--- src/sv/mmlp_pkg.sv ---
// Package for the memory-map line parser: payload types, character codes,
// the field phase type and the hex digit decode. Depends on nothing.
package mmlp_pkg;

    localparam int LINE_INDEX_BITS_DEF = 16;
    localparam int LINE_INDEX_W        = 16;
    localparam int ADDR_W              = 64;
    localparam int CHAR_W              = 8;
    localparam int DIGIT_W             = 4;

    localparam logic [CHAR_W-1:0] CH_DASH    = 8'h2D;
    localparam logic [CHAR_W-1:0] CH_SPACE   = 8'h20;
    localparam logic [CHAR_W-1:0] CH_NEWLINE = 8'h0A;
    localparam logic [CHAR_W-1:0] CH_R       = 8'h72;
    localparam logic [CHAR_W-1:0] CH_W       = 8'h77;
    localparam logic [CHAR_W-1:0] CH_X       = 8'h78;

    typedef enum logic [1:0] {
        PH_START = 2'd0,
        PH_END   = 2'd1,
        PH_PERM  = 2'd2,
        PH_REST  = 2'd3
    } t_phase;

    typedef struct packed {
        logic [CHAR_W-1:0] char_code;
    } t_char_item;

    typedef struct packed {
        logic [LINE_INDEX_W-1:0] line_index;
        logic [ADDR_W-1:0]       start_address;
        logic [ADDR_W-1:0]       end_address;
        logic [ADDR_W-1:0]       region_size;
        logic                    readable;
        logic                    writeable;
        logic                    executable;
    } t_line_item;

    // lowercase hex only; anything else decodes as zero
    function automatic logic [DIGIT_W-1:0] hex_digit(input logic [CHAR_W-1:0] c);
        logic [DIGIT_W-1:0] d;
        d = '0;
        if (c >= 8'h30 && c <= 8'h39) begin
            d = DIGIT_W'(c - 8'h30);
        end else if (c >= 8'h61 && c <= 8'h66) begin
            d = DIGIT_W'(c - 8'h57);
        end
        return d;
    endfunction

endpackage

--- src/sv/mmlp_parse_core.sv ---
// Per-line parse state: field phase, address accumulators, permission flags
// and the line counter. Advances one character per step. Uses mmlp_pkg.
module mmlp_parse_core
    import mmlp_pkg::*;
#(
    parameter int LINE_INDEX_BITS = LINE_INDEX_BITS_DEF
) (
    input  logic              i_clk,
    input  logic              i_rst_n,
    input  logic              i_step,
    input  logic [CHAR_W-1:0] i_char,
    output t_line_item        o_line
);

    t_phase                     r_phase, n_phase;
    logic [ADDR_W-1:0]          r_start, n_start;
    logic [ADDR_W-1:0]          r_end, n_end;
    logic [1:0]                 r_pos, n_pos;
    logic [2:0]                 r_flags, n_flags;
    logic [LINE_INDEX_BITS-1:0] r_line_cnt, n_line_cnt;

    logic w_is_nl;
    logic w_is_delim;

    assign w_is_nl    = (i_char == CH_NEWLINE);
    assign w_is_delim = (i_char == CH_DASH) || (i_char == CH_SPACE);

    // next phase
    always_comb begin
        n_phase = r_phase;
        if (w_is_nl) begin
            n_phase = PH_START;
        end else begin
            case (r_phase)
                PH_START: if (w_is_delim) n_phase = PH_END;
                PH_END:   if (w_is_delim) n_phase = PH_PERM;
                PH_PERM:  if (r_pos == 2'd2) n_phase = PH_REST;
                default:  n_phase = r_phase;
            endcase
        end
    end

    // datapath updates
    always_comb begin
        n_start    = r_start;
        n_end      = r_end;
        n_pos      = r_pos;
        n_flags    = r_flags;
        n_line_cnt = r_line_cnt;
        if (w_is_nl) begin
            n_start    = '0;
            n_end      = '0;
            n_pos      = '0;
            n_flags    = '0;
            n_line_cnt = r_line_cnt + 1'b1;
        end else begin
            case (r_phase)
                PH_START: begin
                    // shift-add by one hex digit is a nibble append
                    if (!w_is_delim) n_start = {r_start[ADDR_W-DIGIT_W-1:0], hex_digit(i_char)};
                end
                PH_END: begin
                    if (w_is_delim) n_pos = '0;
                    else n_end = {r_end[ADDR_W-DIGIT_W-1:0], hex_digit(i_char)};
                end
                PH_PERM: begin
                    if (r_pos == 2'd0 && i_char == CH_R) n_flags[0] = 1'b1;
                    if (r_pos == 2'd1 && i_char == CH_W) n_flags[1] = 1'b1;
                    if (r_pos == 2'd2 && i_char == CH_X) n_flags[2] = 1'b1;
                    n_pos = r_pos + 1'b1;
                end
                default: ;
            endcase
        end
    end

    always_ff @(posedge i_clk) begin
        if (!i_rst_n) begin
            r_phase    <= PH_START;
            r_start    <= '0;
            r_end      <= '0;
            r_pos      <= '0;
            r_flags    <= '0;
            r_line_cnt <= '0;
        end else if (i_step) begin
            r_phase    <= n_phase;
            r_start    <= n_start;
            r_end      <= n_end;
            r_pos      <= n_pos;
            r_flags    <= n_flags;
            r_line_cnt <= n_line_cnt;
        end
    end

    always_comb begin
        o_line.line_index    = LINE_INDEX_W'(r_line_cnt);
        o_line.start_address = r_start;
        o_line.end_address   = r_end;
        o_line.region_size   = r_end - r_start;
        o_line.readable      = r_flags[0];
        o_line.writeable     = r_flags[1];
        o_line.executable    = r_flags[2];
    end

endmodule

--- config.mk ---
export PLATFORM = sky130hd
export DESIGN_NAME = mmlp_parse_core
export DESIGN_NICKNAME = d
export VERILOG_FILES = /design/src/sv/mmlp_pkg.sv /design/src/sv/mmlp_parse_core.sv
export SDC_FILE = /design/constraint.sdc
export NUM_CORES = 1
export LEC_CHECK = 0
export ABC_AREA = 1
export BUFFER_PORTS_ARGS = -buffer_cell sky130_fd_sc_hd__buf_2
export CAP_MARGIN = 20
export CORE_ASPECT_RATIO = 1.4
export CORE_MARGIN = 8
export CORE_UTILIZATION = 40
export CTS_CLUSTER_SIZE = 28
export DETAILED_ROUTE_END_ITERATION = 10
export GPL_ROUTABILITY_DRIVEN = 0
export GPL_TIMING_DRIVEN = 0
export HOLD_SLACK_MARGIN = 0.12
export PLACE_DENSITY = 0.72
export SLEW_MARGIN = 5
export SYNTH_ARGS = -nofsm -noshare
export SYNTH_HDL_FRONTEND = slang
export SYNTH_SLANG_ARGS = --single-unit
--- constraint.sdc ---
create_clock -name i_clk -period 6 [get_ports i_clk]
set_input_delay 1.2 -clock i_clk [delete_from_list [all_inputs] [get_ports i_clk]]
set_output_delay 1.2 -clock i_clk [all_outputs]
set_load 0.01 [all_outputs]
# == After elaboration in Yosys (flattened, before gate mapping) ==
# Index checks and enable logic that the tools add are counted.
# totals
ff_bits,151
latch_bits,0
ram_bits,0
romBits,0
input_bits,11
output_inout_bits,211
memories,0
# classes
n_addsub,5
mul,0
div,0
order_cmp,4
n_eq_ne,14
shift,0
muxes,21
n_bitwise,0
reduce_logical,24
# ops
op,n
$mux W64,6
$sub A64 B64 Y64,1
$eq A8 B7 Y1 const B,3
$reduce_and A3 Y1,6
$add A16 B1 Y16 const B,1
$eq A8 B6 Y1 const B,2
$mux W2,6
$reduce_bool A2 Y1,6
$ne A3 B3 Y1 const B,3
$eq A8 B4 Y1 const B,1
$ge A8 B6 Y1 const B,1
$ge A8 B7 Y1 const B,1
$le A8 B6 Y1 const B,1
$le A8 B7 Y1 const B,1
$mux W4,2
$mux W3,2
$pmux W2 S3,1
$logic_and A1 B1 Y1,5
$reduce_and A5 Y1,1
$eq A2 B1 Y1 const B,2
$eq A2 B2 Y1 const B,2
$logic_not A2 Y1,2
$pmux W2 S2,1
$reduce_bool A4 Y1,1
other kinds (8),10

# == Longest topological paths before layout ==
# Gate-level depths: netlist of run 1.
# logic_depth
depth_word,7
ltp_mapped,15

# == Worst setup path after synthesis of run 1 ==
# Ideal clock, no wire load.
# synth_path
path_type,flip-flop to output port
startpoint,register r_end[0]
endpoint,output port o_line[35] in the netlist's numbering
arrival_ps,1959
required_time_ps,4800
slack_ps,2841
stages_incl_launch_ff,14
cell_sequence,dfxtp_1 -> inv_1 -> ha_1 -> fa_1 -> inv_1 -> nand3_1 -> nand3_1 -> nand2_1 -> nand2_1 -> nand3_1 -> nand2_1 -> nand2_1 -> nand2_1 -> xor2_1
# synth_rtl
element,line,rtl
"start, declared",mmlp_parse_core.sv:17,"logic [ADDR_W-1:0] r_end, n_end;"
"start signal, assigned",mmlp_parse_core.sv:88,r_end <= n_end;
"end, declared",mmlp_parse_core.sv:12,output t_line_item o_line

==> results.md, run 1 <==
* Fraction of the mapped netlist area in compound gates at 0.0988
* Aggregate global-route resource usage at 0.232
* Hold WC Path Type: reg2reg
* Pin count of the biggest net entering global routing at 17
* Max-capacitance violation count at 0
* Setup violators final at 0
* Internal power consumption at 2030 uW
* Power per unit of standard cell area at 236 nW/um^2
* Number of hold-slack violations in the final timing report at 0
* # hold bufs at CTS at 0
* Unrepaired setup endpoints after global routing: no
* Length of routed met2 wiring at 20500 um
* Proportion of synthesized flip-flops having asynchronous set or reset at 0
* Area share of the leading cell type in the synthesized netlist at 0.252
* Width of the die at 163 um
* Yosys synthesis warning count at 0
* Layout cell share with drive strength beyond 1 at 0.125
* Number of nets in the final layout at 2475
* Die extent in y at 221 um
* Least-Margin Pin Slew at 1010 ps
* Area leader, netlist: sky130_fd_sc_hd__nand2_1
* Resized cells post-CTS at 0
* CP arrival at 3010 ps
* Library cell with the highest instance count after synthesis: sky130_fd_sc_hd__nand2_1
* Share of synthesized area spent on multiplexers at 0
* Antenna cell count at 0
* Number of port buffers at 221
* Cell Area, Synth at 12000 sq um
* Synth-to-Final Area Change at 18.2%
* Largest family of logic cells by synthesized area: simple AND/OR/NAND/NOR gates
* DRC marker count from the first detailed-route iteration at 901
* Setup skew after layout at 15.8 ps
* Worst path max stage delay at 420 ps
* Number of levels the H-tree was split into at 4
* Simple-gate share of the synthesized area at 0.364
* First-pass iteration count of the detailed router at 6
* Post-route antenna net violation count at 0
* Relative slew slack at 0.328
* Number of rows in the core area at 75
* Number of flops mapped to enable cells by yosys at 0
* Outcome: finished clean
* CP endpoint kind: primary output
* Synth Flop Type: sky130_fd_sc_hd__dfxtp_1
* Metal-1 WL at 16400 um
* Vias post-DR at 13500
* Num ports at 222
* Setup repair bufs after CTS at 0
* First-pass GRT wire length at 66100 um
* DRC violation count after routing at 0
* Sequential area share after synthesis at 0.251
* Initial Utilization at 0.404
* Vias in the first global route at 13200
* Ratio of routed vias to standard cells at 4.84
* Num CTS Buffers at 17
* Worst Setup Slack, final at 1790 ps
* Total core area at 29800 sq um
* Total length of routed met3 wires at 2960 um
* Mapped Cells at 2148
* Clock tree root buffer cell: sky130_fd_sc_hd__clkbuf_16
* Highest ir drop seen on vdd at 199 uV
* Clock network fraction of total power at 0.331
* Shortest clock period the worst path allows after layout at 4210 ps
* Period utilisation layout at 0.701
* Switching share of power at 0.394
* Hold slack final at 462 ps
* Combinational share of power at 0.364
* Total congestion overflow after global routing at 0
* Pre-CTS setup slack at 2310 ps
* Post-synthesis adder-cell area fraction at 0.0796
* Total wire length after detailed routing at 42300 um
* Xor-xnor portion of the synthesized cell area at 0.0276
* Most common cell type on the critical path: sky130_fd_sc_hd__nand2_1
* Critical path cell sequence: inv_1 -> ha_1 -> fa_1 -> inv_1 -> nand3_1 -> nand3_1 -> nand2_1 -> nand2_1 -> nand2_1 -> nand3_1 -> nand2_1 -> nand3_1 -> nand2_1 -> nand2_1 -> buf_2
* Worst-path maximum fanout at 4
* Clock sinks at 151
* Die Footprint at 36000 sq um
* CTS tree: done
* Data required, critical path at 4800 ps
* Post-DP HPWL at 35100 um
* Clk Latency, worst-skew pair at 450 ps
* NetSw at 1320 uW
* Drt wl/cell at 15.2 um
* Kind of critical path: reg2out
* Clk pin slew, worst setup/hold paths at 70 ps
* Share of power burned in registers at 0.306
* Static leakage power at 0.00791 uW
* Fmax at 238 MHz
* Number of storage elements in the synthesis netlist at 151
* Antenna violations before repair at 0
* CP max stage cell: sky130_fd_sc_hd__dfxtp_1
* Final number of max-transition violations at 0
* Synth unique cells at 36
* Top cells by instance count after synthesis: sky130_fd_sc_hd__nand2_1, sky130_fd_sc_hd__inv_1, sky130_fd_sc_hd__nor2_1, sky130_fd_sc_hd__dfxtp_1, sky130_fd_sc_hd__a21oi_1
* Synthesized Nets at 2235
* Avg Cell Area, Syn at 5.61 sq um
* Clock buffer depth at 2
* Summed negative setup slack over all endpoints at 0 ps
* Top cells by area, synth: sky130_fd_sc_hd__nand2_1, sky130_fd_sc_hd__dfxtp_1, sky130_fd_sc_hd__inv_1
* Top layer used by detailed routing: met4
* Critical path launch point type: register
-- cells by family (layout without fill, tap and decap cells) --
group / Yosys count / in the layout
and+or+nand+nor: 1115 / 1115
buffers and inverters: 550 / 803
AOI/OAI and AO/OA: 218 / 218
DFF: 151 / 151
adders and majority gates: 76 / 76
xor gates and xnor gates: 38 / 38
-- metal layers --
metal	global-route usage	up-vias
li1	-	6907
met1	0.247	5983
met2	0.405	475
met3	0.0522	113
met4	0.143	0
met5	0	-
-- stage by stage --
step / instances / cell area [sq um] / total power, uW / util
final: 2786 / 14200 / 3360 / 0.477
after CTS: 2786 / 14200 / 3370 / 0.477
after detailed placement: 2754 / 13600 / 2260 / 0.457
after global placement: 2754 / 13600 / 2250 / 0.457
after global routing: 2786 / 14200 / 3510 / 0.477
after floorplan: 2148 / 12000 / 1730 / -
-- critical path: cells and delay by family (launching register included) --
family        cells  cell delay [ps]
flops             1              420
simple gates     10             1140
fa+ha+maj         2              650
buf+inv           3              320
-- final cells by class --
type	count	area [sq um]
buffer	44	253
tap	385	482
clock buffer	18	439
inverter	506	1900
multi-input combinational	1447	6870
clock inverter	14	165
fill	3217	15600
sequential	151	3020
timing repair buffer	221	1110
-- power by group through the flow --
| stage | Sequential [uW] | Combinational [uW] | Clock (uW) |
|---|---|---|---|
| floorplan | 1050 | 684 | 0 |
| global placement | 1050 | 1200 | 0 |
| finish | 1030 | 1220 | 1110 |
| global route | 1030 | 1320 | 1170 |
| detailed placement | 1050 | 1210 | 0 |
| CTS | 1030 | 1220 | 1130 |
-- state kept, by name, summed over array words and instances (netlist names) --
name / flops
r_phase: 2
r_end: 64
r_pos: 2
r_start: 64
r_flags: 3
r_line_cnt: 16
-- final timing paths --
kind / from / endpoint / slack (ps) / depth (start not counted)
setup / recovery: r_end[0]$_SDFFE_PN0P_ / o_line[59] / 1790 / 15
hold / removal: r_flags[1]$_SDFFE_PN0P_ / r_flags[1]$_SDFFE_PN0P_ / 460 / 2
setup reg to reg: r_line_cnt[0]$_SDFFE_PN0P_ / r_line_cnt[10]$_SDFFE_PN0P_ / 4120 / 6
hold reg to reg: r_flags[1]$_SDFFE_PN0P_ / r_flags[1]$_SDFFE_PN0P_ / 460 / 2
-- placed cells by master (no fill, tap or decap), types with 26 or more instances in the layout --
cell type | Yosys | layout
sky130_fd_sc_hd__inv_1 | 501 | 501
sky130_fd_sc_hd__ha_1 | 75 | 75
sky130_fd_sc_hd__nor2_1 | 185 | 185
sky130_fd_sc_hd__nand3_1 | 68 | 68
sky130_fd_sc_hd__xor2_1 | 33 | 33
sky130_fd_sc_hd__nand2_1 | 810 | 810
sky130_fd_sc_hd__nor3_1 | 26 | 26
sky130_fd_sc_hd__o22ai_1 | 58 | 58
sky130_fd_sc_hd__a21oi_1 | 126 | 126
sky130_fd_sc_hd__dfxtp_1 | 151 | 151
sky130_fd_sc_hd__buf_2 | 13 | 234
(Power assumes the default switching activity.)
==> run 2, diff against run 1 <==
--- a/config.mk
+++ b/config.mk
@@ -5,7 +5,7 @@
 export SDC_FILE = /design/constraint.sdc
 export NUM_CORES = 1
 export LEC_CHECK = 0
-export ABC_AREA = 1
+export ABC_AREA = 0
 export BUFFER_PORTS_ARGS = -buffer_cell sky130_fd_sc_hd__buf_2
 export CAP_MARGIN = 20
 export CORE_ASPECT_RATIO = 1.4
@@ -16,7 +16,7 @@
 export GPL_ROUTABILITY_DRIVEN = 0
 export GPL_TIMING_DRIVEN = 0
 export HOLD_SLACK_MARGIN = 0.12
-export PLACE_DENSITY = 0.72
+export PLACE_DENSITY = 0.73
 export SLEW_MARGIN = 5
 export SYNTH_ARGS = -nofsm -noshare
 export SYNTH_HDL_FRONTEND = slang
==> constraint.sdc (replaced) <==
create_clock -name i_clk -period 3.9 [get_ports i_clk]
set_input_delay 0.78 -clock i_clk [delete_from_list [all_inputs] [get_ports i_clk]]
set_output_delay 0.78 -clock i_clk [all_outputs]
set_load 0.01 [all_outputs]
==> run 2 against run 1 <==
Effect of this change:
- the run now ends with negative setup slack left
- clock-buffer cell count decreased by 1
- die area is 15% lower
- flip-flop and latch count stayed put
- core utilization rose by 7.9 points
- register-to-register slack got worse by 2700 ps
- first-iteration DRC count fell by 22%
- synthesized cell count decreased by 43%
- non-clock buffer count increased by 79
- wire length down 11%
- global-route usage decreased by 0.40 points
- critical path type unchanged
- critical endpoint is now o_line[63]
- largest cell class unchanged
- highest routed layer is now met5
==> results.md, run 2 <==
* Outcome: finished, violations left
* Violations in the final reports: negative setup slack
* Worst-path maximum fanout at 5 (+1)
* Antenna violations before repair at 1 (+1)
* Share of synthesized area spent on multiplexers at 0.00710 (+0.00710)
* Area leader, netlist: sky130_fd_sc_hd__dfxtp_1
* Number of levels the H-tree was split into at 4 (unchanged)
* Period utilisation layout at 1.15
* DRC violation count after routing at 0 (unchanged)
* Drt wl/cell at 20.6 um (+35%)
* Total congestion overflow after global routing at 0 (unchanged)
* Vias post-DR at 10600 (-21%)
* Mapped Cells at 1216 (-43%)
* NetSw at 983 uW (-26%)
* Internal power consumption at 2660 uW (+31%)
* Setup skew after layout at 10.6 ps (-5.12 ps)
* Synth Flop Type: sky130_fd_sc_hd__dfxtp_1
* Num ports at 222 (unchanged)
* Total core area at 24700 sq um (-17%)
* Number of storage elements in the synthesis netlist at 151 (unchanged)
* Commonest cells after routing, fill and taps aside: sky130_fd_sc_hd__buf_2, sky130_fd_sc_hd__nor2b_1, sky130_fd_sc_hd__a22oi_1
* Final Core Density at 0.557 (+0.0795)
* Sequential area share after synthesis at 0.301 (+0.0502)
* Yosys synthesis warning count at 0 (unchanged)
* Ratio of routed vias to standard cells at 5.79 (+20%)
* DRC marker count from the first detailed-route iteration at 699 (-22%)
* Clk Latency, worst-skew pair at 440 ps (about the same)
* Most common cell after layout, fill and taps aside: sky130_fd_sc_hd__buf_2
* Number of rows in the core area at 68 (-9.3%)
* Synth-to-Final Area Change at 36.8%
* Post-DP HPWL at 26500 um (-24%)
* Data required, critical path at 3120 ps (-1680 ps)
* HP Start: r_flags[1]$_SDFFE_PN0P_
* Post-route antenna net violation count at 0 (unchanged)
* Post-synthesis adder-cell area fraction at 0.0955 (+0.0159)
* CP endpoint kind: primary output
* First-pass GRT wire length at 55500 um (-16%)
* Die Footprint at 30500 sq um (-15%)
* Switching share of power at 0.269 (-0.124)
* Clock sinks at 151 (unchanged)
* Aggregate global-route resource usage at 0.227 (-0.00402)
* Total length of routed met3 wires at 2470 um (-16%)
* Clock network fraction of total power at 0.477 (+0.146)
* Number of fill cells in the layout at 2158 (-33%)
* Power per unit of standard cell area at 266 nW/um^2 (+13%)
* Kind of critical path: reg2out
* Hold slack final at 487 ps (+24.3 ps)
* Die extent in y at 203 um (-8.1%)
* Initial Utilization at 0.407 (+0.00311)
* Post-route cell area at 13700 sq um (-3.5%)
* Top layer used by detailed routing: met5
* Synth unique cells at 72 (+100%)
* Number of hold-slack violations in the final timing report at 0 (unchanged)
* Proportion of synthesized flip-flops having asynchronous set or reset at 0 (unchanged)
* Synthesized Nets at 1303 (-42%)
* Least-Margin Pin Slew at 989 ps (-17.9 ps)
* Num CTS Buffers at 17 (unchanged)
* Avg Cell Area, Syn at 8.26 sq um (+47%)
* Reg-to-reg slack, setup at 1430 ps (-2690 ps)
* Xor-xnor portion of the synthesized cell area at 0.0681 (+0.0404)
* Layout cell share with drive strength beyond 1 at 0.351 (+0.227)
* Clock tree root buffer cell: sky130_fd_sc_hd__clkbuf_16
* Critical path launch point type: register
* Library cell with the highest instance count after synthesis: sky130_fd_sc_hd__dfxtp_1
* Largest family of logic cells by synthesized area: compound AO/OA/AOI/OAI gates
* Unrepaired setup endpoints after global routing: yes
* CP arrival at 3700 ps (+690 ps)
* Final number of max-transition violations at 0 (unchanged)
* Total wire length after detailed routing at 37700 um (-11%)
* Largest registers ranked by flip-flop count: r_end (64), r_start (64), r_line_cnt (16)
* Setup violators final at 31 (+31)
* Number of port buffers at 217 (-1.8%)
* Highest ir drop seen on vdd at 292 uV (+46%)
* Launch instance of the worst register-to-register path: r_phase[1]$_SDFFE_PN0P_
* Standard cell area after detailed placement at 11500 sq um (-16%)
* Clock buffer depth at 2 (unchanged)
* Top cells by area, synth: sky130_fd_sc_hd__dfxtp_1, sky130_fd_sc_hd__ha_1, sky130_fd_sc_hd__a22oi_1
* Max-capacitance violation count at 0 (unchanged)
* Number of nets in the final layout at 1591 (-36%)
* Area share of the leading cell type in the synthesized netlist at 0.301 (+0.0488)
* Relative slew slack at 0.338 (+0.00951)
* Metal-1 WL at 14000 um (-15%)
* Pin count of the biggest net entering global routing at 17 (unchanged)
* Share of power burned in registers at 0.419 (+0.113)
* Vias in the first global route at 10400 (-21%)
* CTS tree: done
* # hold bufs at CTS at 0 (unchanged)
* Fraction of the mapped netlist area in compound gates at 0.251 (+0.153)
* Simple-gate share of the synthesized area at 0.208 (-0.157)
* Combinational share of power at 0.104 (-0.260)
* Top cells by instance count after synthesis: sky130_fd_sc_hd__dfxtp_1, sky130_fd_sc_hd__nor2b_1, sky130_fd_sc_hd__a22oi_1, sky130_fd_sc_hd__inv_1, sky130_fd_sc_hd__ha_1
* Width of the die at 150 um (-7.9%)
* Antenna cell count at 0 (unchanged)
* Hold WC Path Type: reg2reg
* Cell Area, Synth at 10000 sq um (-17%)
* Length of routed met2 wiring at 18800 um (-8.5%)
* Worst Setup Slack, final at -580 ps (-2370 ps)
* Static leakage power at 0.00633 uW (-20%)
* Shortest clock period the worst path allows after layout at 4480 ps
* Timing startpoint of the critical path: r_end[25]$_SDFFE_PN0P_
* First-pass iteration count of the detailed router at 6 (unchanged)
* Clk pin slew, worst setup/hold paths at 70 ps (about the same)
* Fmax at 223 MHz
* Number of flops mapped to enable cells by yosys at 0 (unchanged)
==> run 2: cell count changes in the layout (fill, tap and decap cells not counted), moves of 51 or more <==
cell and change:
sky130_fd_sc_hd__inv_1 -429, sky130_fd_sc_hd__o22ai_1 -57, sky130_fd_sc_hd__a21oi_1 -70, sky130_fd_sc_hd__nand3_1 -51, sky130_fd_sc_hd__nor2b_1 +137, sky130_fd_sc_hd__nand2_1 -742, sky130_fd_sc_hd__a22oi_1 +120, sky130_fd_sc_hd__dfxtp_1 -58
sky130_fd_sc_hd__nor2_1 -136
==> run 2: critical path, cell delays in order (launching register included) <==
cell and delay [ps]:
sky130_fd_sc_hd__dfxtp_1 450, sky130_fd_sc_hd__ha_4 270, sky130_fd_sc_hd__a21o_1 190, sky130_fd_sc_hd__a21o_2 200
sky130_fd_sc_hd__a21oi_1 270, sky130_fd_sc_hd__o21ai_0 260, sky130_fd_sc_hd__a2111o_1 490, sky130_fd_sc_hd__nand3_4 150
sky130_fd_sc_hd__o41a_1 200, sky130_fd_sc_hd__o21ai_2 90, sky130_fd_sc_hd__buf_6 140, sky130_fd_sc_hd__a221oi_2 260
sky130_fd_sc_hd__xnor2_1 140, sky130_fd_sc_hd__buf_2 150
==> run 2: timing repair <==
| item | CTS | global route |
|---|---|---|
| pin swaps | 57 | 40 |
| buffers inserted | 37 | 23 |
| setup endpoints to repair | 48 | 37 |
| gates resized for setup | 208 | 88 |
==> run 2: per-layer routing <==
| metal | vias up | GRT usage |
|---|---|---|
| met2 | 494 | 0.394 |
| met4 | 2 | 0.155 |
| met1 | 5055 | 0.245 |
| met3 | 158 | 0.0448 |
| met5 | - | 0 |
| li1 | 4893 | - |
==> run 2: cells by family (layout without fill, tap and decap cells) <==
| group | after synthesis | in the layout |
|---|---|---|
| buf+inv | 158 | 459 |
| fa+ha+maj | 76 | 76 |
| simple gates | 380 | 380 |
| flops | 151 | 151 |
| mux | 7 | 7 |
| xor+xnor | 78 | 78 |
| compound gates | 366 | 366 |
==> run 2: through the flow <==
step / setup TNS [ps] / power [uW] / setup WS (ps) / cells
2_1_floorplan: 0 / 1770 / 160 / 1216
3_3_place_gp: -6830 / 1880 / -607 / 1748
3_5_place_dp: -7030 / 1880 / -622 / 1748
4_1_cts: -4680 / 3630 / -439 / 1812
5_1_grt: -10140 / 3750 / -698 / 1832
6_report: -6680 / 3650 / -580 / 1832
==> run 2: area by class of cell <==
type	instances	area (sq um)	area share
Clock buffer	17	425	0.0310
Tap cell	315	394	0.0287
Buffer	68	339	0.0247
Multi-Input combinational cell	907	7350	0.535
Timing Repair Buffer	276	1570	0.114
Sequential cell	151	3150	0.230
Clock inverter	15	181	0.0132
Inverter	83	319	0.0232
==> run 2: power by group through the flow <==
stage / Sequential (uW) / Combinational [uW] / Clock, uW
after global placement: 1580 / 303 / 0
final: 1530 / 380 / 1740
after floorplan: 1580 / 189 / 0
after detailed placement: 1580 / 305 / 0
after global routing: 1530 / 402 / 1820
after CTS: 1530 / 350 / 1750
==> run 2: path summary, 6_finish.rpt <==
check,to,cells past startpoint
setup / recovery,o_line[63],13
hold reg to reg,r_flags[1]$_SDFFE_PN0P_,2
hold / removal,r_flags[1]$_SDFFE_PN0P_,2
setup reg to reg,r_end[37]$_SDFFE_PN0P_,9
